**src/design/wvfd_pkg.sv**
```systemverilog
// Package for the windowed velocity estimator with friction decay.
// Holds the item structs, op codes and reset constants; no dependencies.
`default_nettype none
package wvfd_pkg;

  localparam int unsigned WindowDepthDefault = 16;
  localparam logic [23:0] TimeoutReset  = 24'd100000;
  localparam logic [23:0] FrictionReset = 24'd327680;
  localparam logic [30:0] DragReset     = 31'd65536;
  localparam logic [63:0] UsPerSec      = 64'd1000000;

  typedef enum logic [1:0] {
    OP_ADD   = 2'd0,
    OP_TICK  = 2'd1,
    OP_CLEAR = 2'd2,
    OP_NONE  = 2'd3
  } op_e;

  typedef enum logic [1:0] {
    CFG_TIMEOUT  = 2'd0,
    CFG_FRICTION = 2'd1,
    CFG_DRAG     = 2'd2,
    CFG_NONE     = 2'd3
  } cfg_e;

  typedef enum logic [2:0] {
    ST_IDLE,
    ST_PRIME,
    ST_SCAN,
    ST_MUL,
    ST_DIV,
    ST_DONE
  } state_e;

  typedef struct packed {
    logic [1:0]         op;
    logic signed [31:0] motion_delta;
    logic [47:0]        sample_time_us;
    logic [19:0]        tick_us;
  } in_item_t;

  typedef struct packed {
    logic signed [31:0] velocity;
    logic [4:0]         kept_samples;
  } out_item_t;

  typedef struct packed {
    logic        start;
    logic [63:0] multiplicand;
    logic [63:0] multiplier;
  } mul_req_t;

  typedef struct packed {
    logic        start;
    logic [95:0] dividend;
    logic [63:0] divisor;
  } div_req_t;

endpackage
`default_nettype wire

```
**src/design/wvfd_div.sv**
```systemverilog
// Restoring bit-serial divider, one quotient bit per cycle.
// Depends on wvfd_pkg for the request struct.
`default_nettype none
module wvfd_div (
  input  wire logic              clk_i,
  input  wire logic              rst_ni,
  input  wire wvfd_pkg::div_req_t req_i,
  output logic                   busy_o,
  output logic [95:0]            quotient_o
);

  logic [95:0] quo_q, quo_d;
  logic [64:0] rem_q, rem_d, trial;
  logic [63:0] dsr_q, dsr_d;
  logic [6:0]  cnt_q, cnt_d;
  logic        busy_q, busy_d;

  always_comb begin
    quo_d = quo_q;
    rem_d = rem_q;
    dsr_d = dsr_q;
    cnt_d = cnt_q;
    busy_d = busy_q;
    trial = {rem_q[63:0], quo_q[95]} - {1'b0, dsr_q};
    if (req_i.start) begin
      quo_d = req_i.dividend;
      rem_d = '0;
      dsr_d = req_i.divisor;
      cnt_d = 7'd96;
      busy_d = 1'b1;
    end else if (busy_q) begin
      if (!trial[64]) begin
        rem_d = trial;
        quo_d = {quo_q[94:0], 1'b1};
      end else begin
        rem_d = {rem_q[63:0], quo_q[95]};
        quo_d = {quo_q[94:0], 1'b0};
      end
      cnt_d = cnt_q - 7'd1;
      busy_d = (cnt_q != 7'd1);
    end
  end

  always_ff @(posedge clk_i or negedge rst_ni) begin
    if (!rst_ni) begin
      busy_q <= 1'b0;
      cnt_q <= '0;
    end else begin
      busy_q <= busy_d;
      cnt_q <= cnt_d;
    end
  end

  always_ff @(posedge clk_i) begin
    quo_q <= quo_d;
    rem_q <= rem_d;
    dsr_q <= dsr_d;
  end

  assign busy_o = busy_q;
  assign quotient_o = quo_q;

endmodule
`default_nettype wire

```
**config.mk**
```make
export PLATFORM = sky130hd
export DESIGN_NAME = wvfd_div
export DESIGN_NICKNAME = d
export VERILOG_FILES = /design/src/design/wvfd_pkg.sv /design/src/design/wvfd_div.sv
export SDC_FILE = /design/constraint.sdc
export NUM_CORES = 1
export LEC_CHECK = 0
export ABC_AREA = 0
export BUFFER_PORTS_ARGS = -buffer_cell sky130_fd_sc_hd__buf_2
export CAP_MARGIN = 20
export CORE_UTILIZATION = 44
export DETAILED_ROUTE_END_ITERATION = 16
export PLACE_DENSITY = 0.68
export SLEW_MARGIN = 20
export SYNTH_ARGS = -nofsm -noshare
export SYNTH_HDL_FRONTEND = slang
export SYNTH_SLANG_ARGS = --single-unit
```
**constraint.sdc**
```tcl
create_clock -name clk_i -period 4.7 [get_ports clk_i]
set_input_delay 0.235 -clock clk_i [delete_from_list [all_inputs] [get_ports clk_i]]
set_output_delay 0.235 -clock clk_i [all_outputs]
set_load 0.01 [all_outputs]
```
==> results of run 1 <==
==> routing by layer <==
layer  track usage (%)  vias up  part of all wire, %
met5                 0        -                    0
met4              8.33        0                  3.3
met3              5.31       75                  7.0
met2              39.9      381                   47
met1              29.7     5256                   42
li1                  -     5441                    -
==> how the worst min path moves through the flow <==
stage	slack (ns)	depth (start not counted)	to
after detailed placement	0.09	1	cnt_q[4]
after CTS	0.00009	2	quotient_o[35]
final	0.05	3	quotient_o[0]
after global placement	0.09	1	cnt_q[3]
after global routing	0.02	3	quotient_o[0]
after floorplan	-0.06	0	busy_o
==> sequential cells by signal, summed over array words and instances (netlist names) <==
signal,flops
dsr_q,64
busy_o,1
rem_q,64
cnt_q,7
quotient_o,96
==> power by group <==
group / leakage (nW) / switching (mW) / total, mW / internal, mW
combinational: 4.70 / 1.97 / 3.42 / 1.45
clock: 0.433 / 0.885 / 2.13 / 1.24
sequential: 2.26 / 0.268 / 2.84 / 2.57
total: 7.40 / 3.12 / 8.39 / 5.26
==> layout by cell type (no fill, tap or decap), types with 10 or more instances in the layout <==
| master | count |
|---|---|
| nand2_1 | 142 |
| o21ai_0 | 56 |
| dfxtp_1 | 64 |
| ha_1 | 66 |
| nand3_1 | 13 |
| dlygate4sd3_1 | 159 |
| clkbuf_16 | 27 |
| nor2_1 | 108 |
| a211oi_1 | 10 |
| xor2_1 | 25 |
| o21bai_1 | 13 |
| a21o_1 | 38 |
| edfxtp_1 | 160 |
| xnor2_1 | 39 |
| mux2_2 | 95 |
| a311oi_1 | 29 |
| buf_2 | 258 |
| nand4_1 | 19 |
| inv_1 | 79 |
| a21oi_1 | 97 |
| nand2b_1 | 11 |
==> cell type report <==
cell class / instances / area, um2
Timing Repair Buffer: 427 / 2990
Fill cell: 2407 / 11800
Multi-Input combinational cell: 895 / 6270
Clock buffer: 38 / 757
Inverter: 80 / 303
Tap cell: 384 / 480
Antenna cell: 3 / 7.51
Sequential cell: 232 / 6290
Clock inverter: 12 / 138
==> cells by family after synthesis <==
group | count (synthesis) | share of synthesized area, %
adders and majority gates | 67 | 6.43
DFF | 232 | 47.8
and+or+nand+nor | 337 | 11.3
muxes | 98 | 8.37
xor gates and xnor gates | 66 | 4.51
AOI/OAI and AO/OA | 327 | 16.9
buffers and inverters | 150 | 4.70
==> worst max-delay path, cell delays in order, from the launching register on <==
cell and delay [ns]:
edfxtp_1 0.38, inv_1 0.06, ha_1 0.22, fa_1 0.41
nand2b_1 0.18, a21oi_1 0.23, o31a_1 0.25, o211ai_1 0.19
o21ai_1 0.31, a21oi_1 0.21, o31ai_4 0.45, xnor2_4 0.38
buf_12 0.32, nand2_1 0.10, a311oi_2 0.26
==> repair_timing <==
| item | CTS | global route |
|---|---|---|
| hold buffers | 158 | 1 |
| endpoints found under the hold margin | 165 | 1 |
| gates resized for setup | 0 | 0 |
==> per-stage QoR <==
| step | std cells | setup WS [ns] | instance area (um2) | hold slack (ns) |
|---|---|---|---|---|
| detailed placement | 1859 | 0.652 | 14700 | 0.0919 |
| global placement | 1859 | 0.800 | 14700 | 0.0897 |
| floorplan | 1277 | 1.27 | 13100 | -0.0606 |
| finish | 2071 | 0.629 | 17200 | 0.0503 |
| CTS | 2067 | 0.604 | 17200 | 0.0000917 |
| global route | 2071 | 0.355 | 17200 | 0.0211 |
==> run_results.csv, run 1 <==
group,metric,value,unit
place,place_congestion,0.911,
die,die_w,175,um
grt,grt_usage,23.7,%
cts,cts_tree,"done",
status,run_status,"completed",
synth,ys_top_cells_by_count,"edfxtp_1, nand2_1, nor2_1",
finish,final_util,59.4,%
timing,worst_pin_slew,1.04,ns
timing,setup_viol,0,
synth,syn_area_per_cell,10.3,um2
synth,synth_ff_type,"edfxtp_1",
finish,syn2layout_area_growth,31.1,%
die,pin_count,260,
synth,synth_top_cell_area_share,36.5,%
timing,final.min_clock_period,4.07,ns
setup_path,rrSetupSlack,0.63,ns
run,maxCapViolations,0,
synth,async_flop_share,3.45,%
setup_path,reg2reg_depth,14,
cts,post_cts_buffers,0,
detailed_routing,wl_per_cell,17.5,um
detailed_routing,drc,0,
setup_path,cp.arrival,4.53,ns
synth,ys_ff_latch,232,
grt,antenna_found_initial,3,
synth,synthCells,1277,
timing,rsz0062_at_grt,"no",
setup_path,cp-start-kind,"register",
synth,syn-cell-area,13100,um2
finish,nets,1893,
die,core,29000,um2
place,dp_hpwl,24100,um
timing,finalMaxSlewViolations,0,
setup_path,critPathKind,"register to register",
min_path,holdCritStartpoint,"req_i[64]",
synth,synth_area_leader_cell,"edfxtp_1",
grt,grt_pass1_vias,11300,
die,initial_utilization,45.3,%
cts,numCtsBuffers,27,
min_path,hold_class,"input pin to register",
timing,skew,0.0108,ns
grt,grt_overflow,0,
setup_path,end_kind,"register",
cts,clock-root-buffer,"clkbuf_16",
die,die_y,175,um
setup_path,r2r-end,"rem_q[41]",
detailed_routing,first_pass_iters,5,
timing,clock.fmax,246,MHz
cts,clockBufferDepth,3,
timing,slew-limit-headroom,30.4,%
synth,ys_types,72,
timing,fin_setup_tns,0,ns
die,die-area,30600,um2
timing,hold_viol,0,
cts,cts_htree_levels,1,
detailed_routing,post_drt_via_cell_ratio,5.39,
setup_path,r2r_start,"quotient_o[95]",
synth,ys_warn_count,0,
synth,yosys-top-cells-area,"edfxtp_1, dfxtp_1, mux2_2",
power_and_ir_drop,power_density,487,nW/um2
setup_path,critPathCapture,"rem_q[41]",
grt,grt_pass1_wl,58300,um
synth,yosysSeqAreaShare,47.8,%
die,row_count,62,
setup_path,crit_fanout,47,
detailed_routing,vias,11200,
setup_path,critPathLaunch,"quotient_o[95]",
detailed_routing,drtAntennaViolNets,0,
synth,synth_nets,1507,
detailed_routing,first_iter_violations,653,
finish,drive_gt1_share,25.2,%
place,io_buffers,259,
detailed_routing,wl,36300,um
setup_path,worstPathRequired,5.16,ns
grt,grt_max_degree,129,
cts,clkSinkCount,232,
power_and_ir_drop,leakagePower,7.40,nW
power_and_ir_drop,max-vdd-ir-drop,0.334,mV
cts,clk_latency,0.55,ns
synth,synth.most_common_cell,"edfxtp_1",
timing,fin_crit_sh,86.6,%
synth,synth_edf_count,160,
power_and_ir_drop,total_power,8.39,mW
cts,cts.clk_slew.worst_paths,0.06,ns
No activity file was read; power rests on OpenSTA's default activity.
==> inputs of run 2 (changes only) <==
--- a/config.mk
+++ b/config.mk
@@ -6,12 +6,11 @@
 export NUM_CORES = 1
 export LEC_CHECK = 0
 export ABC_AREA = 0
-export BUFFER_PORTS_ARGS = -buffer_cell sky130_fd_sc_hd__buf_2
 export CAP_MARGIN = 20
 export CORE_UTILIZATION = 44
 export DETAILED_ROUTE_END_ITERATION = 16
-export PLACE_DENSITY = 0.68
-export SLEW_MARGIN = 20
+export DONT_BUFFER_PORTS = 1
+export PLACE_DENSITY = 0.61
 export SYNTH_ARGS = -nofsm -noshare
 export SYNTH_HDL_FRONTEND = slang
 export SYNTH_SLANG_ARGS = --single-unit
==> run_results.csv, run 2 (synthesis gave the netlist of run 1 again) <==
group,metric,value,unit
cts,clkSinkCount,232,
finish,fill_cells,2559,
die,initial_utilization,45.3,%
finish,largest_register_ffs,96,
power_and_ir_drop,p_switching,3.10,mW
timing,clock.fmax,229,MHz
die,pin_count,260,
power_and_ir_drop,p_sw_share,36.9,%
grt,grt_pass1_wl,54900,um
finish,nets,1650,
timing,hold_viol,0,
place,dp_worst_setup_slack,0.431,ns
detailed_routing,wl,34800,um
place,place_area,13400,um2
place,io_buffers,0,
timing,worst_pin_slew,1.14,ns
power_and_ir_drop,power_frac_clock,26.3,%
setup_path,critPathKind,"register to register",
detailed_routing,first_pass_iters,7,
setup_path,worstPathRequired,5.18,ns
cts,cts.clk_slew.worst_paths,0.06,ns
detailed_routing,vias,10200,
run,maxCapViolations,0,
power_and_ir_drop,seqPwrFrac,34.8,%
timing,rsz0062_at_grt,"no",
power_and_ir_drop,pwr-share-comb,38.9,%
setup_path,crit_chain,"inv_1, ha_1, fa_1, nand2b_1, a21oi_1, o31a_1, o211ai_1, o21ai_2, a21oi_1, o31ai_4, buf_12, xnor2_4, nand2_1, a311oi_2, dlygate4sd3_1",
power_and_ir_drop,power_density,520,nW/um2
cts,cts_htree_levels,1,
die,die-area,30600,um2
die,row_count,62,
cts,clk_latency,0.55,ns
power_and_ir_drop,leakagePower,6.48,nW
timing,slew-limit-headroom,24.0,%
die,die_y,175,um
setup_path,end_kind,"register",
grt,grt_overflow,0,
setup_path,crit_fanout,15,
die,die_w,175,um
timing,finalWorstSetupSlack,0.334,ns
setup_path,critical-path-max-stage-delay,0.59,ns
grt,antenna_found_initial,5,
timing,skew,0.0116,ns
detailed_routing,wl_per_cell,19.0,um
power_and_ir_drop,max-vdd-ir-drop,0.356,mV
cts,clock-root-buffer,"clkbuf_16",
finish,fin_area,16200,um2
finish,drive_gt1_share,11.9,%
setup_path,crit_path_frequent_cell,"a21oi_1",
grt,grt_pass1_vias,10300,
timing,finalMaxSlewViolations,0,
power_and_ir_drop,internal_power,5.31,mW
setup_path,cp.arrival,4.85,ns
setup_path,rrSetupSlack,0.33,ns
detailed_routing,first_iter_violations,654,
finish,final_util,55.7,%
detailed_routing,post_drt_via_cell_ratio,5.59,
finish,layout_common_cells,"dlygate4sd3_1, edfxtp_1, nand2_1",
detailed_routing,drtAntennaViolNets,0,
grt,grt_usage,22.4,%
setup_path,cp-start-kind,"register",
place,dp_hpwl,23000,um
place,place_congestion,0.846,
min_path,hold_class,"input pin to asynchronous set/reset pin",
detailed_routing,drc,0,
status,run_status,"completed",
timing,setup_viol,0,
cts,numCtsBuffers,28,
cts,clockBufferDepth,3,
finish,syn2layout_area_growth,22.9,%
die,core,29000,um2
setup_path,crit_path_top_delay_cell,"dlygate4sd3_1",
cts,cts_tree,"done",
grt,grt_max_degree,205,
timing,final.min_clock_period,4.37,ns
finish,layout_commonest_cell,"dlygate4sd3_1",
timing,fin_crit_sh,92.9,%
timing,fin_setup_tns,0,ns
## run 2: repair_timing
action	in CTS	in global routing
setup buffers	0	2
setup endpoints to repair	0	6
hold buffers	172	0
resized for setup	0	1
hold endpoints to repair	288	0
## run 2: worst max-delay path: cells and delay by family, from the launching register on
| kind | cells | cell delay (ns) |
|---|---|---|
| compound gates | 7 | 1.75 |
| buf+inv | 3 | 0.86 |
| simple gates | 2 | 0.31 |
| xor+xnor | 1 | 0.51 |
| fa+ha+maj | 2 | 0.39 |
| flops | 1 | 0.49 |
## run 2: stage by stage
stage / hold WS, ns / total power [mW] / cells
final: 0.0496 / 8.41 / 1832
after global routing: 0.0798 / 8.96 / 1832
after global placement: -0.0604 / 5.93 / 1599
after detailed placement: -0.0603 / 5.95 / 1599
after floorplan: -0.0606 / 5.34 / 1277
after CTS: 0.0347 / 8.39 / 1823
## run 2: cell type report
| class | count | area, um2 | area share (%) |
|---|---|---|---|
| Tap cell | 384 | 480 | 2.97 |
| Inverter | 80 | 302 | 1.87 |
| Clock inverter | 19 | 215 | 1.33 |
| Sequential cell | 232 | 6290 | 38.9 |
| Timing Repair Buffer | 182 | 1840 | 11.4 |
| Clock buffer | 33 | 729 | 4.51 |
| Antenna cell | 6 | 15.0 | 0.0929 |
| Multi-Input combinational cell | 896 | 6290 | 38.9 |
## run 2: metal layers
| layer | track usage (%) | wire length, um |
|---|---|---|
| met1 | 27.7 | 14400 |
| met2 | 38.5 | 16800 |
| met3 | 5.29 | 2500 |
| met4 | 6.74 | 1020 |
| met5 | 0 | 0 |
## run 2: path summary, 6_finish.rpt
path / start / to / depth (start not counted)
worst max-delay path: quotient_o[95] / rem_q[47] / 15
worst min-delay path: rst_ni / cnt_q[3] / 1
worst max register to register: quotient_o[95] / rem_q[47] / 15
worst min register to register: rem_q[62] / rem_q[62] / 2
max in group asynchronous: rst_ni / busy_o / 1
min in group clk_i: req_i[160] / rem_q[60] / 3
## run 2: power by group through the flow
stage / sequential [mW] / clock, mW / combinational, mW
floorplan: 2.84 / 0 / 2.50
global placement: 2.95 / 0 / 2.98
detailed placement: 2.95 / 0 / 3.01
CTS: 2.92 / 2.27 / 3.20
global route: 2.97 / 2.34 / 3.66
finish: 2.92 / 2.21 / 3.27
